### config.mk
export PLATFORM = sky130hd
export DESIGN_NAME = sensor_window_average_history_core
export DESIGN_NICKNAME = d
export VERILOG_FILES = /design/src/rtl/swah_pkg.sv /design/src/rtl/swah_dp.sv /design/src/rtl/swah_ctrl.sv /design/src/rtl/sensor_window_average_history_core.sv
export SDC_FILE = /design/constraint.sdc
export NUM_CORES = 2
export LEC_CHECK = 0
export BUFFER_PORTS_ARGS = -buffer_cell sky130_fd_sc_hd__buf_2
export CORE_ASPECT_RATIO = 1.75
export CORE_MARGIN = 2
export CORE_UTILIZATION = 50
export DETAILED_ROUTE_END_ITERATION = 8
export HOLD_SLACK_MARGIN = 0.08
export MAX_ROUTING_LAYER = met4
export PLACE_DENSITY = 0.65
export SYNTH_ARGS = -nofsm -noshare
export SYNTH_HDL_FRONTEND = slang
export SYNTH_SLANG_ARGS = --single-unit
### constraint.sdc
create_clock -name aclk -period 49.1 [get_ports aclk]
set_input_delay 2.455 -clock aclk [delete_from_list [all_inputs] [get_ports aclk]]
set_output_delay 2.455 -clock aclk [all_outputs]
set_load 0.1 [all_outputs]
### src/rtl/swah_pkg.sv
// Shared types and constants for the sensor window average history block.
package swah_pkg;

    // Number of sensor channels: temperature, pressure, humidity.
    localparam int NCH = 3;

    // Fixed widths of the stream fields.
    localparam int FIELD_W = 24;
    localparam int HOURS_W = 7;
    localparam int CMD_W   = 2;
    localparam int S_DATA_W = 72;
    localparam int S_USER_W = 8;
    localparam int M_DATA_W = 80;

    // Command codes carried in s_tuser.
    localparam logic [CMD_W-1:0] CMD_INIT = 2'd0;
    localparam logic [CMD_W-1:0] CMD_PUSH = 2'd1;
    localparam logic [CMD_W-1:0] CMD_TICK = 2'd2;
    localparam logic [CMD_W-1:0] CMD_DAY  = 2'd3;

    // Commands from the controller to the datapath.
    typedef struct packed {
        logic accept;     // input transaction taken this cycle
        logic sum_step;   // add one window entry per channel
        logic div_load;   // load the reciprocal multipliers from the sums
        logic div_step;   // one reciprocal multiply step
        logic avg_write;  // write the quotients to the average registers
        logic out_load;   // load the output register
    } swah_ctl_t;

    // Status from the datapath to the controller.
    typedef struct packed {
        logic sum_last;   // the last window entry is being added
        logic div_last;   // the last multiply step is being taken
    } swah_stat_t;

endpackage

### src/rtl/swah_dp.sv
// Datapath: window, three-hour and daily stores, summing and the window divider.
module swah_dp
    import swah_pkg::*;
#(
    parameter int WINDOW_DEPTH     = 12,
    parameter int THREE_HOUR_DEPTH = 8,
    parameter int DAY_DEPTH        = 24,
    parameter int SAMPLE_BITS      = 24
) (
    input  logic                aclk,
    input  logic                aresetn,
    input  swah_ctl_t           ctl,
    input  logic [CMD_W-1:0]    s_cmd,
    input  logic [S_DATA_W-1:0] s_data,
    output swah_stat_t          stat,
    output logic [M_DATA_W-1:0] m_data
);

    localparam int SUM_W   = SAMPLE_BITS + $clog2(WINDOW_DEPTH) + 1;
    localparam int MAG_W   = SUM_W - 1;
    localparam int SHIFT   = MAG_W + $clog2(WINDOW_DEPTH);
    localparam int RCP_W   = MAG_W + 1;
    localparam int PART_W  = 16;
    localparam int PARTS   = (MAG_W + PART_W - 1) / PART_W;
    localparam int PAD_W   = PARTS * PART_W;
    localparam int PROD_W  = PAD_W + RCP_W;
    localparam int IDX_W   = (WINDOW_DEPTH > 1) ? $clog2(WINDOW_DEPTH) : 1;
    localparam int CNT_MAX = (WINDOW_DEPTH > PARTS) ? WINDOW_DEPTH : PARTS;
    localparam int CNT_W   = (CNT_MAX > 1) ? $clog2(CNT_MAX) : 1;

    // Rounded-up reciprocal of the window depth, exact for any magnitude below 2**MAG_W.
    localparam logic [RCP_W-1:0] RCP =
        RCP_W'(((64'd1 << SHIFT) + 64'(WINDOW_DEPTH) - 64'd1) / 64'(WINDOW_DEPTH));

    logic signed [SAMPLE_BITS-1:0] win_reg   [NCH][WINDOW_DEPTH];
    logic signed [SAMPLE_BITS-1:0] three_reg [NCH][THREE_HOUR_DEPTH];
    logic signed [SAMPLE_BITS-1:0] day_reg   [NCH][DAY_DEPTH];
    logic signed [SAMPLE_BITS-1:0] avg_reg   [NCH];
    logic signed [SUM_W-1:0]       acc_reg   [NCH];
    logic [PAD_W-1:0]              mag_reg   [NCH];
    logic [PROD_W-1:0]             prod_reg  [NCH];
    logic [PROD_W-1:0]             prod_next [NCH];
    logic [PART_W+RCP_W-1:0]       part      [NCH];
    logic                          neg_reg   [NCH];
    logic signed [SAMPLE_BITS-1:0] sample    [NCH];
    logic signed [SAMPLE_BITS-1:0] quot      [NCH];
    logic [CNT_W-1:0]              cnt_reg;
    logic [HOURS_W-1:0]            hours_reg;
    logic [M_DATA_W-1:0]           out_reg;

    // Samples are the low SAMPLE_BITS of each field, zero-extended if wider.
    always_comb begin
        for (int c = 0; c < NCH; c++) begin
            sample[c] = SAMPLE_BITS'(s_data[c*FIELD_W +: FIELD_W]);
        end
    end

    // Division of each magnitude by the window depth through its reciprocal,
    // one 16-bit slice of the magnitude per step, most significant slice first.
    always_comb begin
        for (int c = 0; c < NCH; c++) begin
            part[c]      = (PART_W+RCP_W)'(mag_reg[c][PAD_W-1 -: PART_W]) *
                           (PART_W+RCP_W)'(RCP);
            prod_next[c] = (prod_reg[c] << PART_W) + PROD_W'(part[c]);
            quot[c]      = SAMPLE_BITS'(prod_reg[c][PROD_W-1:SHIFT]);
        end
    end

    // Step counter shared by the summing pass and the division.
    always_ff @(posedge aclk) begin
        if (!aresetn) begin
            cnt_reg <= '0;
        end else if (ctl.accept || ctl.div_load) begin
            cnt_reg <= '0;
        end else if (ctl.sum_step || ctl.div_step) begin
            cnt_reg <= cnt_reg + 1'b1;
        end
    end

    assign stat.sum_last = (cnt_reg == CNT_W'(WINDOW_DEPTH - 1));
    assign stat.div_last = (cnt_reg == CNT_W'(PARTS - 1));

    // Window stores: fill on init, shift toward index zero on push.
    always_ff @(posedge aclk) begin
        if (!aresetn) begin
            for (int c = 0; c < NCH; c++) begin
                for (int i = 0; i < WINDOW_DEPTH; i++) begin
                    win_reg[c][i] <= '0;
                end
            end
        end else if (ctl.accept && s_cmd == CMD_INIT) begin
            for (int c = 0; c < NCH; c++) begin
                for (int i = 0; i < WINDOW_DEPTH; i++) begin
                    win_reg[c][i] <= sample[c];
                end
            end
        end else if (ctl.accept && s_cmd == CMD_PUSH) begin
            for (int c = 0; c < NCH; c++) begin
                for (int i = 0; i < WINDOW_DEPTH - 1; i++) begin
                    win_reg[c][i] <= win_reg[c][i+1];
                end
                win_reg[c][WINDOW_DEPTH-1] <= sample[c];
            end
        end
    end

    // Three-hour stores: newest average enters at index zero.
    always_ff @(posedge aclk) begin
        if (!aresetn) begin
            for (int c = 0; c < NCH; c++) begin
                for (int i = 0; i < THREE_HOUR_DEPTH; i++) begin
                    three_reg[c][i] <= '0;
                end
            end
        end else if (ctl.accept && s_cmd == CMD_INIT) begin
            for (int c = 0; c < NCH; c++) begin
                for (int i = 0; i < THREE_HOUR_DEPTH; i++) begin
                    three_reg[c][i] <= sample[c];
                end
            end
        end else if (ctl.accept && s_cmd == CMD_TICK) begin
            for (int c = 0; c < NCH; c++) begin
                for (int i = 1; i < THREE_HOUR_DEPTH; i++) begin
                    three_reg[c][i] <= three_reg[c][i-1];
                end
                three_reg[c][0] <= avg_reg[c];
            end
        end
    end

    // Daily stores: newest average enters at the last index.
    always_ff @(posedge aclk) begin
        if (!aresetn) begin
            for (int c = 0; c < NCH; c++) begin
                for (int i = 0; i < DAY_DEPTH; i++) begin
                    day_reg[c][i] <= '0;
                end
            end
        end else if (ctl.accept && s_cmd == CMD_INIT) begin
            for (int c = 0; c < NCH; c++) begin
                for (int i = 0; i < DAY_DEPTH; i++) begin
                    day_reg[c][i] <= sample[c];
                end
            end
        end else if (ctl.accept && s_cmd == CMD_DAY) begin
            for (int c = 0; c < NCH; c++) begin
                for (int i = 0; i < DAY_DEPTH - 1; i++) begin
                    day_reg[c][i] <= day_reg[c][i+1];
                end
                day_reg[c][DAY_DEPTH-1] <= avg_reg[c];
            end
        end
    end

    // Hour counter saturates at the three-hour store depth.
    always_ff @(posedge aclk) begin
        if (!aresetn) begin
            hours_reg <= '0;
        end else if (ctl.accept && s_cmd == CMD_INIT) begin
            hours_reg <= '0;
        end else if (ctl.accept && s_cmd == CMD_TICK &&
                     hours_reg != HOURS_W'(THREE_HOUR_DEPTH)) begin
            hours_reg <= hours_reg + 1'b1;
        end
    end

    // Window sums, one entry per cycle, then the reciprocal multiply registers.
    always_ff @(posedge aclk) begin
        for (int c = 0; c < NCH; c++) begin
            if (ctl.accept) begin
                acc_reg[c] <= '0;
            end else if (ctl.sum_step) begin
                acc_reg[c] <= acc_reg[c] + SUM_W'(win_reg[c][cnt_reg[IDX_W-1:0]]);
            end
            if (ctl.div_load) begin
                neg_reg[c]  <= acc_reg[c][SUM_W-1];
                prod_reg[c] <= '0;
                mag_reg[c]  <= PAD_W'($unsigned(acc_reg[c][SUM_W-1] ? -acc_reg[c]
                                                                    : acc_reg[c]));
            end else if (ctl.div_step) begin
                prod_reg[c] <= prod_next[c];
                mag_reg[c]  <= mag_reg[c] << PART_W;
            end
        end
    end

    // Current window averages; an init window averages to its sample exactly.
    always_ff @(posedge aclk) begin
        if (!aresetn) begin
            for (int c = 0; c < NCH; c++) begin
                avg_reg[c] <= '0;
            end
        end else if (ctl.accept && s_cmd == CMD_INIT) begin
            for (int c = 0; c < NCH; c++) begin
                avg_reg[c] <= sample[c];
            end
        end else if (ctl.avg_write) begin
            for (int c = 0; c < NCH; c++) begin
                avg_reg[c] <= neg_reg[c] ? -quot[c] : quot[c];
            end
        end
    end

    // Output register holds one finished result until it is taken.
    always_ff @(posedge aclk) begin
        if (ctl.out_load) begin
            out_reg <= {1'b0, hours_reg,
                        FIELD_W'($unsigned(avg_reg[2])),
                        FIELD_W'($unsigned(avg_reg[1])),
                        FIELD_W'($unsigned(avg_reg[0]))};
        end
    end

    assign m_data = out_reg;

endmodule

### src/rtl/swah_ctrl.sv
// Controller: sequences summing, division and the result handshake.
module swah_ctrl
    import swah_pkg::*;
(
    input  logic             aclk,
    input  logic             aresetn,
    input  logic             s_tvalid,
    input  logic [CMD_W-1:0] s_cmd,
    input  logic             m_tready,
    input  swah_stat_t       stat,
    output logic             s_tready,
    output logic             m_tvalid,
    output swah_ctl_t        ctl
);

    localparam logic [2:0] ST_IDLE = 3'd0;
    localparam logic [2:0] ST_SUM  = 3'd1;
    localparam logic [2:0] ST_LOAD = 3'd2;
    localparam logic [2:0] ST_DIV  = 3'd3;
    localparam logic [2:0] ST_WB   = 3'd4;
    localparam logic [2:0] ST_DONE = 3'd5;

    logic [2:0] state_reg;
    logic [2:0] state_next;
    logic       out_valid_reg;
    logic       out_valid_next;
    logic       slot_free;

    assign s_tready  = (state_reg == ST_IDLE);
    assign m_tvalid  = out_valid_reg;
    assign slot_free = !out_valid_reg || m_tready;

    // Next state and datapath commands.
    always_comb begin
        state_next    = state_reg;
        ctl           = '0;
        ctl.accept    = s_tvalid && s_tready;
        unique case (state_reg)
            ST_IDLE: begin
                if (ctl.accept) begin
                    state_next = (s_cmd == CMD_PUSH) ? ST_SUM : ST_DONE;
                end
            end
            ST_SUM: begin
                ctl.sum_step = 1'b1;
                if (stat.sum_last) begin
                    state_next = ST_LOAD;
                end
            end
            ST_LOAD: begin
                ctl.div_load = 1'b1;
                state_next   = ST_DIV;
            end
            ST_DIV: begin
                ctl.div_step = 1'b1;
                if (stat.div_last) begin
                    state_next = ST_WB;
                end
            end
            ST_WB: begin
                ctl.avg_write = 1'b1;
                state_next    = ST_DONE;
            end
            ST_DONE: begin
                if (slot_free) begin
                    ctl.out_load = 1'b1;
                    state_next   = ST_IDLE;
                end
            end
            default: begin
                state_next = ST_IDLE;
            end
        endcase
    end

    // Output valid flag follows loads and completed transactions.
    always_comb begin
        if (ctl.out_load) begin
            out_valid_next = 1'b1;
        end else if (m_tready) begin
            out_valid_next = 1'b0;
        end else begin
            out_valid_next = out_valid_reg;
        end
    end

    always_ff @(posedge aclk) begin
        if (!aresetn) begin
            state_reg     <= ST_IDLE;
            out_valid_reg <= 1'b0;
        end else begin
            state_reg     <= state_next;
            out_valid_reg <= out_valid_next;
        end
    end

    // A result never overwrites one that is still waiting.
    assert property (@(posedge aclk) disable iff (!aresetn)
        ctl.out_load |-> (!out_valid_reg || m_tready))
        else $error("result loaded over a pending result");

    // A push starts the summing pass.
    assert property (@(posedge aclk) disable iff (!aresetn)
        (ctl.accept && s_cmd == CMD_PUSH) |=> (state_reg == ST_SUM))
        else $error("push did not start summing");

    // The divider is loaded only after the last window entry was added.
    assert property (@(posedge aclk) disable iff (!aresetn)
        ctl.div_load |-> $past(stat.sum_last && state_reg == ST_SUM))
        else $error("divider loaded before summing finished");

    // The result valid flag rises only through a load.
    assert property (@(posedge aclk) disable iff (!aresetn)
        $rose(out_valid_reg) |-> $past(ctl.out_load))
        else $error("result valid without a load");

endmodule

### src/rtl/sensor_window_average_history_core.sv
// Top level of the three-channel sensor window average and history block.
//
// Input channel (s_): one transaction is one command. s_tuser[1:0] holds the
// command (init, push sample, three-hour tick, day tick) and s_tdata holds the
// temperature, pressure and humidity readings. Output channel (m_): every
// command yields one transaction with the three window averages after the
// command and the saturating three-hour counter.
// Sequence: init and both ticks go from the accepting edge straight to the
// output state. A push takes one summing step per window entry, a load step,
// one multiply step per 16-bit slice of the sum magnitude (two slices at the
// default sizes), a write step and then the output state. s_tready and
// m_tvalid rise together when the result is loaded; one command is worked at
// a time.
// Reset clears every store, the averages and the counter to zero, and drops
// any pending result. When the receiver stalls, the finished result waits in
// the output register; the next command is still taken and worked, and it
// waits for the register to empty before its own result is loaded.
module sensor_window_average_history_core
    import swah_pkg::*;
#(
    parameter int WINDOW_DEPTH     = 12,
    parameter int THREE_HOUR_DEPTH = 8,
    parameter int DAY_DEPTH        = 24,
    parameter int SAMPLE_BITS      = 24
) (
    input  logic                aclk,
    input  logic                aresetn,
    input  logic                s_tvalid,
    output logic                s_tready,
    // sample_temp [23:0], sample_press [47:24], sample_humid [71:48]
    input  logic [S_DATA_W-1:0] s_tdata,
    // cmd [1:0], upper bits unused
    input  logic [S_USER_W-1:0] s_tuser,
    output logic                m_tvalid,
    input  logic                m_tready,
    // avg_temp_out [23:0], avg_press_out [47:24], avg_humid_out [71:48],
    // hours_recorded [78:72], bit 79 zero
    output logic [M_DATA_W-1:0] m_tdata
);

    swah_ctl_t  ctl;
    swah_stat_t stat;

    // Command sequencing and handshakes.
    swah_ctrl u_ctrl (
        .aclk     (aclk),
        .aresetn  (aresetn),
        .s_tvalid (s_tvalid),
        .s_cmd    (s_tuser[CMD_W-1:0]),
        .m_tready (m_tready),
        .stat     (stat),
        .s_tready (s_tready),
        .m_tvalid (m_tvalid),
        .ctl      (ctl)
    );

    // Stores, summing, division and the output register.
    swah_dp #(
        .WINDOW_DEPTH     (WINDOW_DEPTH),
        .THREE_HOUR_DEPTH (THREE_HOUR_DEPTH),
        .DAY_DEPTH        (DAY_DEPTH),
        .SAMPLE_BITS      (SAMPLE_BITS)
    ) u_dp (
        .aclk    (aclk),
        .aresetn (aresetn),
        .ctl     (ctl),
        .s_cmd   (s_tuser[CMD_W-1:0]),
        .s_data  (s_tdata),
        .stat    (stat),
        .m_data  (m_tdata)
    );

endmodule

==> reports/metrics.cfg <==
[run_status]
outcome=complete, no violations

[clock_network]
clock-sinks=1381
ctsResizeCount=0
cts_setup_buffers=0
cts_tree=built
cts_buffer_depth=4
cts_root_buf=clkbuf_16
cts-htree-levels=4
cts.clk_slew.worst_paths_ps=60
hold_buffers=0
clkLatencyLatePin_ps=800
cts_made_buffers=141

[route]
drc=0
drt-total-wl_um=210000
route.vias.total=58286
wl_per_cell_um=21.27
vias_per_cell=5.904
firstDrtPassIters=5
ant_nets=0
drt_iter0_drc=4834

[setup_path]
r2r_start=u_dp.mag_reg[1][26]$_DFFE_PP_
max_stage_delay_ps=1040
path_max_fanout=14
r2r-end=u_dp.prod_reg[1][51]$_SDFFCE_PN0P_
critPathMostFrequentCell=fa_1
cp.required_ps=49590
critPathKind=flip-flop to flip-flop
endpoint_kind=flip-flop
setup.worst_path.start=u_dp.mag_reg[1][26]$_DFFE_PP_
r2r_cells=30
slowest_stage=a221oi_1
reg2reg_slack_ps=38870
critPathLaunchType=flip-flop
arrival_ps=10720

[global_route]
overflow=0
grt_pass1_vias=58636
grt_pass1_wl_um=328700
grt_usage=0.2434
grt_max_degree=243
antenna_found_initial=6

[timing]
finalSetupTns_ps=0
fin_crit_ps=10230
period_share=0.2084
maxSlewViolCount=0
skew_ps=45.45
fin_ws_ps=38870
hold_viol_final=0
setup_viol=0
relSlewSlack=0.1225
fmax_mhz=97.73
rsz0062_at_grt=no
worst_pin_slew_ps=1316
fin_hold_ws_ps=419.7

[finish]
final_common_cell=edfxtp_1
largest_register_ffs=864
drive_gt1_frac=0.08931
syn_to_final_growth_pct=8.176
n_fill_cell=14571
multi_input_area_um2=41750
regArea_um2=41180
nNetsFinal=8433
final_cell_mix=edfxtp_1 (1350), nand2_1 (889), a21oi_1 (796)

[synthesis]
synth_edf_count=1350
synth_top_area_share=0.4704
synth.cell_area_um2=86190
synthesis.nets=8502
synth-async-reset-ratio=0
synth_top_area_cell=edfxtp_1
netlist_instances=7613
ys_types=83
synth_seq_cells=1381
ys_seq_area_frac=0.4776
synth_area_per_cell_um2=11.32
yosys-top-cells-area=edfxtp_1 (47%), ha_1 (8.1%), fa_1 (5.8%)
synth_top_flop_cell=edfxtp_1
ys_warn_count=0

[placement]
dp_worst_setup_slack_ps=38900
gp_congestion=0.9279
dp_hpwl_um=148900
port_buffers=158

[pwr]
powerDensity_nw_per_um2=31.09
power_leakage_uw=0.03840
ir_worst_vdd_mv=0.02813

[min_path]
holdPathEnd=m_tdata[48]$_DFFE_PP_
min_from=u_dp.avg_reg[0][48]$_DFFE_PP_
whs_path_depth=0
hp-class=flip-flop to flip-flop

[die]
core_area_um2=171300
rows=201
start_util=0.5032
ioPinCount=166
die_h_um=553.2
die_area_um2=175800
die_w_um=317.8

[flow_run]
cap_violations=0

layout make-up:
cell class | count | share of cell area
multi-input cells | 5333 | 0.4478
flip-flops and latches | 1381 | 0.4416
clock buffers | 169 | 0.03954
well taps | 2233 | 0.02997
inverters | 471 | 0.01904
repair buffers | 216 | 0.01420
clock inverters | 66 | 0.007703
diodes | 3 | 0.00008052
report_power, final:
group	switching [uW]	leakage (uW)	internal, uW
clock	458	0.00214	610
sequential	55.2	0.0139	1380
combinational	240	0.0224	153
stage by stage:
step,cell area (um2),cells,total power [uW],util
after floorplan,86190,7613,1815,-
after global placement,88820,9634,1844,0.5186
after detailed placement,88820,9634,1856,0.5186
after CTS,93230,9869,2923,0.5443
after global routing,93230,9872,3011,0.5444
final,93230,9872,2899,0.5444
cell usage after synthesis, types with 88 or more instances:
cell type / count
nand2b_1: 104
a21o_1: 454
nand3_1: 88
mux4_2: 213
nand2_1: 891
mux2i_1: 97
xnor2_1: 186
nor2_1: 320
and2_1: 102
fa_1: 249
xor2_1: 193
o21ai_0: 364
edfxtp_1: 1350
inv_1: 471
ha_1: 556
clkbuf_1: 379
a21oi_1: 796
per-layer routing:
| metal | share of wire | track usage | up-vias |
|---|---|---|---|
| li1 | - | - | 27493 |
| met2 | 0.51 | 0.4173 | 1385 |
| met1 | 0.41 | 0.3003 | 29058 |
| met5 | 0 | - | - |
| met3 | 0.044 | 0.02404 | 350 |
| met4 | 0.036 | 0.08662 | 0 |
worst max-delay path by stage:
stage | endpoint | slack (ps) | cells past startpoint
2_1_floorplan | u_dp.win_reg[0][0]$_SDFFCE_PN0P_ | 1740 | 4
3_3_place_gp | u_dp.prod_reg[1][53]$_SDFFCE_PN0P_ | 38940 | 30
3_5_place_dp | u_dp.prod_reg[1][51]$_SDFFCE_PN0P_ | 38900 | 30
4_1_cts | u_dp.prod_reg[1][51]$_SDFFCE_PN0P_ | 38860 | 30
5_1_grt | u_dp.prod_reg[1][51]$_SDFFCE_PN0P_ | 38310 | 30
6_report | u_dp.prod_reg[1][51]$_SDFFCE_PN0P_ | 38870 | 30
cell families (layout without fill, tap and decap cells):
family,count (synthesis),in the layout,share of synthesized area
buffers and inverters,899,922,0.03921
and+or+nand+nor,1885,1885,0.1012
adders and majority gates,805,805,0.1386
other,1,4,0.00004351
DFF,1381,1381,0.4776
muxes,316,316,0.06771
AOI/OAI and AO/OA,1947,1947,0.1372
xor gates and xnor gates,379,379,0.03851
critical path: cells and delay by family, from the launching register on:
family / cells / cell delay (ps)
simple gates: 3 / 530
fa+ha+maj: 8 / 3710
flops: 1 / 490
xor+xnor: 1 / 250
buf+inv: 5 / 740
compound gates: 13 / 4190
Note: power is estimated with default switching activity, not from simulation.
